File: src/hw/rtl/timing_wheel_server_dispatcher_core_macros.svh
// ----------------------------------------------------------------------------
// timing_wheel_server_dispatcher_core_macros
// Assertion macros for the timing wheel dispatcher.
// ----------------------------------------------------------------------------
`ifndef TIMING_WHEEL_SERVER_DISPATCHER_CORE_MACROS_SVH
`define TIMING_WHEEL_SERVER_DISPATCHER_CORE_MACROS_SVH
// Implication checked on every clock edge outside reset
`define TW_ASSERT_IMP(label, clk, rst_n, ante, cons, msg) \
	label: assert property (@(posedge clk) disable iff (!rst_n) (ante) |-> (cons)) \
		else $error(msg);
// Next-cycle implication checked outside reset
`define TW_ASSERT_NEXT(label, clk, rst_n, ante, cons, msg) \
	label: assert property (@(posedge clk) disable iff (!rst_n) (ante) |=> (cons)) \
		else $error(msg);
`endif

File: src/hw/rtl/twsd_pkg.sv
// ----------------------------------------------------------------------------
// twsd_pkg
// Shared types and codes of the timing wheel server dispatcher.
// ----------------------------------------------------------------------------
`default_nettype none
package twsd_pkg;
	localparam logic [1:0] REQ_START   = 2'd0;
	localparam logic [1:0] REQ_ENQUEUE = 2'd1;
	localparam logic [1:0] REQ_SERVICE = 2'd2;

	localparam logic [1:0] RES_START_ACK = 2'd0;
	localparam logic [1:0] RES_ENQ_ACK   = 2'd1;
	localparam logic [1:0] RES_DONE      = 2'd2;
	localparam logic [1:0] RES_EMPTY     = 2'd3;

	typedef enum logic [2:0] {
		ST_IDLE,
		ST_READ,
		ST_POP,
		ST_PLACE,
		ST_EMIT
	} state_t;

	typedef struct packed {
		logic [1:0] result_kind;
		logic [2:0] done_server;
		logic [2:0] done_kind;
		logic       server_freed;
		logic [2:0] dispatched_kind;
		logic       error_flag;
		logic [31:0] processed_count;
		logic       last_result;
	} result_t;
endpackage
`default_nettype wire

File: src/hw/rtl/twsd_ram.sv
// ----------------------------------------------------------------------------
// twsd_ram
// Generic single-write, single-read RAM with registered read data.
// ----------------------------------------------------------------------------
`default_nettype none
module twsd_ram #(
	parameter int WIDTH = 8,
	parameter int DEPTH = 16
) (
	input  wire logic                     clk,
	input  wire logic                     wr_en,
	input  wire logic [$clog2(DEPTH)-1:0] wr_addr,
	input  wire logic [WIDTH-1:0]         wr_data,
	input  wire logic [$clog2(DEPTH)-1:0] rd_addr,
	output logic      [WIDTH-1:0]         rd_data
);
	logic [WIDTH-1:0] mem_q [DEPTH];

	always_ff @(posedge clk) begin
		if (wr_en) begin
			mem_q[wr_addr] <= wr_data;
		end
		rd_data <= mem_q[rd_addr];
	end
endmodule
`default_nettype wire

File: src/hw/rtl/timing_wheel_server_dispatcher_core.sv
// ----------------------------------------------------------------------------
// timing_wheel_server_dispatcher_core
// Timing wheel of busy servers with a FIFO of waiting queries.
// ----------------------------------------------------------------------------
// An enqueue request, or a service of an empty slot, gives its one item in
// the cycle after it is accepted; a start request gives its ack after the
// PLACE and EMIT states. A service request gives one completion item per
// entry in the slot; each completion passes READ (entry read), POP (unlink
// and FIFO pop) and EMIT, with PLACE between when the freed server takes a
// waiting query that is placed again, as the registered-read entry and FIFO
// memories are walked one entry at a time. Result stalls hold EMIT.
// The block accepts no new item until the last result of a request has been
// taken. The output register lets results wait for the downstream side.
`default_nettype none
module timing_wheel_server_dispatcher_core #(
	parameter int SLOTS      = 16,
	parameter int SERVERS    = 8,
	parameter int WAIT_DEPTH = 16
) (
	input  wire logic        clk,
	input  wire logic        arst_n,
	input  wire logic        s_tvalid,
	output logic             s_tready,
	// req_type[1:0], server_id[4:2], proc_time[12:5], query_kind[15:13],
	// slot_number[19:16], zero fill [23:20]
	input  wire logic [23:0] s_tdata,
	output logic             m_tvalid,
	input  wire logic        m_tready,
	// result_kind[1:0], done_server[4:2], done_kind[7:5], server_freed[8],
	// dispatched_kind[11:9], error_flag[12], processed_count[44:13], zero fill
	output logic [47:0]      m_tdata,
	output logic             m_tlast
);
	import twsd_pkg::*;

	localparam int SW = (SLOTS > 1) ? $clog2(SLOTS) : 1;
	localparam int EW = (SERVERS > 1) ? $clog2(SERVERS) : 1;
	localparam int WW = (WAIT_DEPTH > 1) ? $clog2(WAIT_DEPTH) : 1;
	localparam int CW = $clog2(WAIT_DEPTH + 1);
	localparam int ENT_W = 1 + EW + 3 + 3;   // has_next, next, server, kind
	localparam int WQ_W  = 8 + 3;            // time, kind

	// request fields
	logic [1:0] in_req;
	logic [2:0] in_srv;
	logic [7:0] in_time;
	logic [2:0] in_kind;
	logic [3:0] in_slot;
	assign in_req  = s_tdata[1:0];
	assign in_srv  = s_tdata[4:2];
	assign in_time = s_tdata[12:5];
	assign in_kind = s_tdata[15:13];
	assign in_slot = s_tdata[19:16];

	state_t state_q, state_d;

	logic [SLOTS-1:0]   slot_valid_q;
	logic [EW-1:0]      slot_heads_q [SLOTS];
	logic [SERVERS-1:0] free_map_q;
	logic [WW-1:0]      wait_rd_q;
	logic [CW-1:0]      wait_cnt_q;
	logic [SW-1:0]      cur_slot_q;
	logic [31:0]        total_q;

	logic [2:0] drn_srv_q, drn_kind_q, disp_kind_q;
	logic       freed_q;
	logic [7:0] pl_time_q;

	result_t res_q;
	logic    res_valid_q;

	// memories
	logic             ent_we;
	logic [EW-1:0]    ent_waddr, ent_raddr;
	logic [ENT_W-1:0] ent_wdata, ent_rdata;
	logic             wq_we;
	logic [WW-1:0]    wq_waddr;
	logic [WQ_W-1:0]  wq_wdata, wq_rdata;

	twsd_ram #(.WIDTH(ENT_W), .DEPTH(SERVERS)) u_ent (
		.clk(clk), .wr_en(ent_we), .wr_addr(ent_waddr), .wr_data(ent_wdata),
		.rd_addr(ent_raddr), .rd_data(ent_rdata)
	);
	twsd_ram #(.WIDTH(WQ_W), .DEPTH(WAIT_DEPTH)) u_wq (
		.clk(clk), .wr_en(wq_we), .wr_addr(wq_waddr), .wr_data(wq_wdata),
		.rd_addr(wait_rd_q), .rd_data(wq_rdata)
	);

	// lowest free entry
	logic [EW-1:0] free_idx;
	logic          free_any;
	always_comb begin
		free_idx = '0;
		free_any = 1'b0;
		for (int i = SERVERS - 1; i >= 0; i--) begin
			if (free_map_q[i]) begin
				free_idx = EW'(i);
				free_any = 1'b1;
			end
		end
	end

	logic [SW-1:0] cur_now;
	logic [SW-1:0] pl_slot;
	logic [SW-1:0] in_slot_m;
	logic [SW+8:0] slot_sum;
	assign in_slot_m = SW'(32'(in_slot) % SLOTS);
	always_comb begin
		slot_sum = (SW+9)'(cur_slot_q) + (SW+9)'(pl_time_q);
		pl_slot  = SW'(slot_sum % (SW+9)'(SLOTS));
	end
	assign cur_now = cur_slot_q;

	logic accept;
	assign accept  = s_tvalid && s_tready;
	assign s_tready = (state_q == ST_IDLE) && !res_valid_q;
	logic res_free;
	assign res_free = !res_valid_q || m_tready;

	logic [EW-1:0] head_e;
	assign head_e = slot_heads_q[cur_now];

	logic start_mode_q;   // PLACE serves a start request

	// next state
	always_comb begin
		state_d = state_q;
		unique case (state_q)
			ST_IDLE: begin
				if (accept && in_req == REQ_SERVICE &&
				    slot_valid_q[in_slot_m]) begin
					state_d = ST_READ;
				end else if (accept && in_req == REQ_START) begin
					state_d = ST_PLACE;
				end
			end
			ST_READ:  state_d = ST_POP;
			ST_POP:   state_d = (wait_cnt_q != '0) ? ST_PLACE : ST_EMIT;
			ST_PLACE: state_d = ST_EMIT;
			ST_EMIT: begin
				if (res_free) begin
					state_d = start_mode_q ? ST_IDLE :
					          slot_valid_q[cur_now] ? ST_READ : ST_IDLE;
				end
			end
			default:  state_d = ST_IDLE;
		endcase
	end

	// memory control
	always_comb begin
		ent_raddr = head_e;
		ent_we    = (state_q == ST_PLACE) && free_any;
		ent_waddr = free_idx;
		ent_wdata = {slot_valid_q[pl_slot], slot_heads_q[pl_slot], drn_srv_q,
		             disp_kind_q};
		wq_we     = accept && in_req == REQ_ENQUEUE &&
		            wait_cnt_q < CW'(WAIT_DEPTH);
		wq_waddr  = WW'((32'(wait_rd_q) + 32'(wait_cnt_q)) % WAIT_DEPTH);
		wq_wdata  = {in_time, in_kind};
	end

	always_ff @(posedge clk or negedge arst_n) begin
		if (!arst_n) begin
			state_q      <= ST_IDLE;
			slot_valid_q <= '0;
			free_map_q   <= '1;
			wait_rd_q    <= '0;
			wait_cnt_q   <= '0;
			cur_slot_q   <= '0;
			total_q      <= '0;
			res_valid_q  <= 1'b0;
			start_mode_q <= 1'b0;
		end else begin
			state_q <= state_d;
			// EMIT reloads the output register itself
			if (res_valid_q && m_tready && state_q != ST_EMIT) begin
				res_valid_q <= 1'b0;
			end
			unique case (state_q)
				ST_IDLE: begin
					if (accept) begin
						start_mode_q          <= (in_req == REQ_START);
						res_q.done_server     <= '0;
						res_q.done_kind       <= '0;
						res_q.server_freed    <= 1'b0;
						res_q.dispatched_kind <= '0;
						res_q.error_flag      <= (in_req == REQ_ENQUEUE) &&
						                         !(wait_cnt_q < CW'(WAIT_DEPTH));
						res_q.processed_count <= total_q;
						res_q.last_result     <= 1'b1;
						unique case (in_req)
							REQ_START: begin
								pl_time_q    <= in_time;
								drn_srv_q    <= in_srv;
								disp_kind_q  <= in_kind;
								res_q.result_kind <= RES_START_ACK;
							end
							REQ_ENQUEUE: begin
								res_valid_q <= 1'b1;
								res_q.result_kind <= RES_ENQ_ACK;
								if (wait_cnt_q < CW'(WAIT_DEPTH)) begin
									wait_cnt_q <= wait_cnt_q + 1'b1;
								end
							end
							REQ_SERVICE: begin
								cur_slot_q <= in_slot_m;
								res_q.result_kind <= slot_valid_q[in_slot_m] ?
								                     RES_DONE : RES_EMPTY;
								if (!slot_valid_q[in_slot_m]) begin
									res_valid_q <= 1'b1;
								end
							end
							default: ;
						endcase
					end
				end
				ST_READ: ;
				ST_POP: begin
					// unlink head and free its entry
					slot_valid_q[cur_now] <= ent_rdata[ENT_W-1];
					slot_heads_q[cur_now] <= ent_rdata[ENT_W-2 -: EW];
					free_map_q[head_e]    <= 1'b1;
					drn_srv_q   <= ent_rdata[5:3];
					drn_kind_q  <= ent_rdata[2:0];
					total_q     <= total_q + 32'd1;
					freed_q     <= (wait_cnt_q == '0);
					disp_kind_q <= (wait_cnt_q != '0) ? wq_rdata[2:0] : 3'd0;
					pl_time_q   <= wq_rdata[10:3];
					if (wait_cnt_q != '0) begin
						wait_rd_q  <= WW'((32'(wait_rd_q) + 32'd1) % WAIT_DEPTH);
						wait_cnt_q <= wait_cnt_q - 1'b1;
					end
				end
				ST_PLACE: begin
					if (free_any) begin
						free_map_q[free_idx]    <= 1'b0;
						slot_valid_q[pl_slot]   <= 1'b1;
						slot_heads_q[pl_slot]   <= free_idx;
					end
					if (start_mode_q) begin
						res_q.error_flag <= !free_any;
					end
				end
				ST_EMIT: begin
					if (res_free) begin
						res_valid_q <= 1'b1;
						if (!start_mode_q) begin
							res_q.result_kind     <= RES_DONE;
							res_q.done_server     <= drn_srv_q;
							res_q.done_kind       <= drn_kind_q;
							res_q.server_freed    <= freed_q;
							res_q.dispatched_kind <= disp_kind_q;
							res_q.error_flag      <= 1'b0;
							res_q.processed_count <= total_q;
							res_q.last_result     <= !slot_valid_q[cur_now];
						end
					end
				end
				default: ;
			endcase
		end
	end

	assign m_tvalid = res_valid_q;
	assign m_tlast  = res_q.last_result;
	assign m_tdata  = {3'd0, res_q.processed_count, res_q.error_flag,
	                   res_q.dispatched_kind, res_q.server_freed, res_q.done_kind,
	                   res_q.done_server, res_q.result_kind};

`include "timing_wheel_server_dispatcher_core_macros.svh"

	`TW_ASSERT_IMP(a_busy_not_ready, clk, arst_n, state_q != ST_IDLE, !s_tready,
		"ready while busy")
	`TW_ASSERT_NEXT(a_pop_counts, clk, arst_n, state_q == ST_POP,
		total_q == $past(total_q) + 32'd1, "completion count not advanced")
	`TW_ASSERT_IMP(a_wait_bound, clk, arst_n, 1'b1, wait_cnt_q <= CW'(WAIT_DEPTH),
		"wait count overflow")
endmodule
`default_nettype wire

File: config.mk
export PLATFORM = sky130hd
export DESIGN_NAME = timing_wheel_server_dispatcher_core
export DESIGN_NICKNAME = d
export VERILOG_FILES = /design/src/hw/rtl/twsd_pkg.sv /design/src/hw/rtl/twsd_ram.sv /design/src/hw/rtl/timing_wheel_server_dispatcher_core.sv
export VERILOG_INCLUDE_DIRS = /design/src /design/src/hw/rtl
export SDC_FILE = /design/constraint.sdc
export NUM_CORES = 1
export LEC_CHECK = 0
export ABC_AREA = 1
export BUFFER_PORTS_ARGS = -buffer_cell sky130_fd_sc_hd__buf_2
export CAP_MARGIN = 10
export CORE_ASPECT_RATIO = 0.75
export CORE_MARGIN = 2
export CORE_UTILIZATION = 57
export CTS_CLUSTER_DIAMETER = 40
export DETAILED_ROUTE_END_ITERATION = 6
export GPL_ROUTABILITY_DRIVEN = 0
export GPL_TIMING_DRIVEN = 0
export PLACE_DENSITY = 0.84
export SYNTH_ARGS = -nofsm -noshare
export SYNTH_HDL_FRONTEND = slang
export SYNTH_HIERARCHICAL = 1
export SYNTH_SLANG_ARGS = --single-unit
export TNS_END_PERCENT = 5
File: constraint.sdc
create_clock -name clk -period 4.7 [get_ports clk]
set_input_delay 0.47 -clock clk [delete_from_list [all_inputs] [get_ports clk]]
set_output_delay 0.47 -clock clk [all_outputs]
set_load 0.02 [all_outputs]
* Word level (Yosys, flattened, before mapping) *
Memory sizes are Yosys's and may differ from the RTL's. A register that Yosys moved wholly into a read port is not among the register bits.
Index checks and enable logic that the tools add are counted.

word-level totals
  flip-flop bits (word level) = 134
  RAM bits = 304
  bits of input ports = 28
  output and inout port bits = 51
  word-level logic and storage cells = 189
  memories = 3

cells by class
  add/subtract/negate cells = 6
  order comparisons = 10
  equality and inequality tests = 18
  mux-type cells = 84
  bitwise operators = 4
  reduce and logical (&&, ||, !) cells = 42

memory list
  name          depth  width  read ports  clocked after memory_dff  write ports  RTL line                                   text
  u_wq.mem_q    16     11     1           1                         1            twsd_ram.sv:17                             logic [WIDTH-1:0] mem_q [DEPTH];
  u_ent.mem_q   8      10     1           1                         1            twsd_ram.sv:17
  slot_heads_q  16     3      2           0                         1            timing_wheel_server_dispatcher_core.sv:58  logic [EW-1:0] slot_heads_q [SLOTS];

operator list
  cell                                                                           number
  46-bit 2-to-1 mux                                                              3
  33-bit case mux with 2 select lines                                            1
  3-bit 2-to-1 mux                                                               18
  1-bit 2-to-1 mux                                                               33
  32-bit by 1-bit adder with 32-bit output (second input constant)               1
  16-bit case mux with 2 select lines                                            1
  12-bit case mux with 2 select lines                                            1
  5-bit 2-to-1 mux                                                               4
  1-bit logical AND                                                              17
  16-bit bitwise mux                                                             1
  16-bit 2-to-1 mux                                                              1
  16-bit bitwise OR                                                              1
  8-bit case mux with 2 select lines                                             1
  4-bit by 5-bit less-than comparator with 1-bit output (second input constant)  3
  3-bit case mux with 5 select lines                                             1
  1-bit binary-select mux with 4-bit select                                      3
  4-bit 2-to-1 mux                                                               3
  2-bit != test (second input constant)                                          6
  3-bit case mux with 2 select lines                                             2
  6-bit AND reduction                                                            2
  5-bit case mux with 2 select lines                                             1
  2-bit AND reduction                                                            5
  5-bit AND reduction                                                            2
  4-bit adder                                                                    2
  37 further kinds                                                               51

* Logic depth before layout (Yosys ltp) *
  depth after elaboration = 16
  mapped depth = 18
  depth with buffers taken out = 15

* Hierarchy *
Netlist, hierarchy kept.

by module, submodules not included
  module                               times used  cells each  area an instance (sq um)
  timing_wheel_server_dispatcher_core  1           1081        9534.1
  twsd_ram at u_wq                     1           747         7852.5
  twsd_ram at u_ent                    1           374         3813.7

* Least setup slack after synthesis *
Ideal clock, no wire load.

  path type = register -> register
  from = reg state_q[1]
  to = reg res_q (netlist bit m_tdata[0]), enable pin
  arrival time = 4655 ps
  required time = 4396 ps
  slack = -259 ps
  stages on the path, launching flop included = 9
  period minus slack after synthesis = 4959 ps
  cell sequence = dfrtp_1 nor2_2 nand2_1 nor2_2 nand2_1 nand2_1 o21ai_1 nor3_1 o21a_1

on the way
  longest elaborated chain between the ends = 5

ends and longest elaborated chain
  what                                  RTL line                                    text
  start, declared                       timing_wheel_server_dispatcher_core.sv:55   state_t state_q, state_d;
  start signal, assigned                timing_wheel_server_dispatcher_core.sv:175  state_q <= state_d;
  3-bit zero test                       timing_wheel_server_dispatcher_core.sv:116  assign s_tready = (state_q == ST_IDLE) && !res_valid_q;
  1-bit logical AND                     timing_wheel_server_dispatcher_core.sv:116
  via s_tready                          timing_wheel_server_dispatcher_core.sv:23   output logic s_tready,
  1-bit logical AND                     timing_wheel_server_dispatcher_core.sv:115  assign accept = s_tvalid && s_tready;
  2-bit != test (no source line)        --
  6-bit AND reduction (no source line)  --
  end, declared                         timing_wheel_server_dispatcher_core.sv:69   result_t res_q;

The timed path passes the listed nets, and every way through them passes these cells.
A chain may end at the register's enable or synchronous reset.

* Worst setup path in the final report *
  from = reg cur_slot_q[0] (netlist: cur_now[0])
  to = mem u_ent/mem_q[5][7] (netlist bit), data pin

on the way
  longest elaborated chain between the ends = 2

ends and longest elaborated chain
  what                    RTL line                                    text
  start, declared         timing_wheel_server_dispatcher_core.sv:62   logic [SW-1:0] cur_slot_q;
  start signal, assigned  timing_wheel_server_dispatcher_core.sv:207  cur_slot_q <= in_slot_m;
  4-bit adder             timing_wheel_server_dispatcher_core.sv:109  slot_sum = (SW+9)'(cur_slot_q) + (SW+9)'(pl_time_q);
  memory 16 x 3 bit       --
  via ent_wdata[7]        timing_wheel_server_dispatcher_core.sv:75   logic [ENT_W-1:0] ent_wdata, ent_rdata;
  end, declared           twsd_ram.sv:17

The timed path passes the listed nets, and every way through them passes these cells.

==> impl_metrics.tcl <==
set metrics [dict create \
    start_kind "flop" \
    finClkSkew_ns 0.0291 \
    min_from "s_tdata[3]" \
    crit_start "cur_now[0]$_DFFE_PN0P_" \
    grt_overflow 0 \
    wire_per_inst_um 18.6 \
    endpoint "u_ent/mem_q[5][7]$_DFFE_PP_" \
    dr.pass1.iters 7 \
    grt_use_total 0.281 \
    finalCriticalPeriod_ns 3.47 \
    die_w_um 212 \
    r2r_cells 9 \
    core_area_mm2 0.0322 \
    fp.dieArea_mm2 0.0339 \
    arrival_ns 3.60 \
    path_common_cell "nand2_1" \
    critPathSlowestCell "dfrtp_1" \
    clock_sinks 391 \
    cts.clk_slew.worst_paths_ns 0.06 \
    io_buffer_count 66 \
    syn_area_mm2 0.0185 \
    drc 1 \
    setup_viol 0 \
    crit_fanout 10 \
    clk_latency_ns 0.56 \
    status "complete, but fails checks" \
    powerDensity_mw_per_mm2 723 \
    initial_core_util 0.574 \
    end_kind "flop" \
    rsz0062_at_grt "false" \
    hold_viol 0 \
    clock-root-buffer "clkbuf_16" \
    tns_ns 0 \
    grt_pass1_wl_um 73900 \
    antenna_found_initial 0 \
    post-route-period-util 0.739 \
    cts_tree "yes" \
    worstMarginPinSlew_ns 1.04 \
    cp_cell_sequence "ha_1 -> fa_1 -> nand2_1 -> inv_1 -> clkbuf_1 -> a22oi_1 -> nand2_1 -> nand3_1 -> nand4_1" \
    nets 2114 \
    crit_path_max_incr_delay_ns 0.53 \
    row_count 57 \
    clockBufferDepth 3 \
    antennaDiodeCount 0 \
    hp-class "in -> reg" \
    avgViaCountPerCell 5.78 \
    worstSetupPathType "reg -> reg" \
    top_level_ports 79 \
    area_growth_pct 13.0 \
    drt-total-wl_um 47200 \
    slew_headroom 0.301 \
    synth_area_per_cell_um2 9.45 \
    timing.rr.end "u_ent/mem_q[5][7]$_DFFE_PP_" \
    drt-initial-drc-count 2470 \
    ant_nets 0 \
    cts_buffers 40 \
    ctsHoldBuffers 1 \
    fp.dieH_um 160 \
    hpwlAfterDp_um 32200 \
    routed-via-count 14700 \
    postCtsSetupBuffers 0 \
    ctsResizeCount 0 \
    grt_max_degree 69 \
    ir_worst_vdd_mv 0.391 \
    grt_pass1_vias 14100 \
    violations "DRC" \
    reg2reg_slack_ns 1.23 \
    yosys_warnings 6 \
    p_leak_nw 9.31 \
    reg2reg_from "cur_now[0]$_DFFE_PN0P_" \
    final_util 0.649 \
    finalPower_mw 15.1 \
    drive_gt1_frac 0.122 \
    fillers 2296 \
    htreeDepth 2 \
    syn_inst 1954 \
    cp.required_ns 4.82 \
    fmax_ghz 0.288 \
    slew_viol_final 0 \
    max_cap_viol_count 0 \
]
==> worst min path at each step <==
| stage | slack (ns) | to | depth (start not counted) |
|---|---|---|---|
| after floorplan | 0.17 | cur_now[0]$_DFFE_PN0P_ | 0 |
| after global placement | 0.39 | drn_kind_q[2]$_DFFE_PP_ | 0 |
| after detailed placement | 0.33 | slot_valid_q[12]$_DFFE_PN0P_ | 1 |
| after CTS | 0.20 | cur_now[3]$_DFFE_PN0P_ | 3 |
| after global routing | 0.21 | drn_srv_q[1]$_DFFE_PP_ | 3 |
| final | 0.21 | drn_srv_q[1]$_DFFE_PP_ | 3 |
==> critical path, delay by kind of cell (launching register included) <==
| family | cells | cell delay, ns |
|---|---|---|
| buffers and inverters | 2 | 0.45 |
| DFF | 1 | 0.53 |
| AOI/OAI and AO/OA | 1 | 0.25 |
| and+or+nand+nor | 4 | 1.03 |
| adders and majority gates | 2 | 0.78 |
==> routing by layer <==
| layer | up-vias | share of wire | global-route usage |
|---|---|---|---|
| met5 | - | 0 | 0 |
| met4 | 0 | 0.039 | 0.103 |
| met3 | 197 | 0.12 | 0.0710 |
| met2 | 1049 | 0.45 | 0.437 |
| met1 | 6864 | 0.38 | 0.384 |
| li1 | 6585 | - | - |
==> cells in the final DEF (no fill, tap or decap), types with 4 or more instances in the layout <==
cell and instances:
a22oi_1 28, buf_2 98, nand4_1 38, xnor2_1 18
o21ai_0 32, buf_4 12, xor2_1 24, o22ai_1 5
o221ai_1 9, edfxtp_1 300, nand3_1 199, buf_1 5
nor3_1 12, o21ai_2 5, ha_1 14, dfstp_2 8
clkbuf_16 44, nor2_2 11, nor2_1 141, nand2_2 14
dfxtp_1 17, a21oi_1 27, clkbuf_1 24, inv_2 14
nand2_1 562, clkbuf_8 4, inv_6 6, buf_6 10
dfrtp_1 66, inv_1 292
==> power by group <==
group	switching [mW]	leakage, nW	total (mW)	internal [mW]
sequential	0.379	3.82	5.00	4.62
clock	1.41	0.695	3.38	1.97
combinational	4.79	4.80	6.71	1.92
total	6.57	9.31	15.1	8.51
==> registers in the layout, indices dropped and copies added, names as in the netlist <==
register	cells
state_q	3
wait_rd_q	4
freed_q	1
disp_kind_q	3
u_wq/mem_q	112
pl_time_q	4
slot_valid_q	16
drn_srv_q	3
cur_now	4
m_tvalid	1
total_q	32
drn_kind_q	3
free_map_q	8
wait_cnt_q	5
m_tlast	1
u_wq/rd_data	7
slot_heads_q	48
u_ent/mem_q	80
m_tdata	45
start_mode_q	1
u_ent/rd_data	10
==> area by class of cell <==
class                      instances  area [um^2]  share of cell area
multi-input combinational       1176         5640               0.270
clock buffer                      53         1170              0.0563
tap                              442          553              0.0265
clock inverter                    19          243              0.0116
sequential                       391        11200               0.537
buffer                            78          458              0.0220
timing repair buffer              71          408              0.0196
inverter                         311         1170              0.0563
==> per-stage QoR <==
step | instances | setup WS (ns) | hold slack (ns) | instance area (um^2)
final | 2541 | 1.23 | 0.212 | 20900
after global routing | 2541 | 1.13 | 0.208 | 20900
after CTS | 2541 | 1.38 | 0.199 | 20900
after detailed placement | 2468 | 1.40 | 0.331 | 19400
after global placement | 2464 | -0.527 | 0.388 | 19400
after floorplan | 1956 | 1.09 | 0.174 | 18500
(Power assumes the default switching activity.)
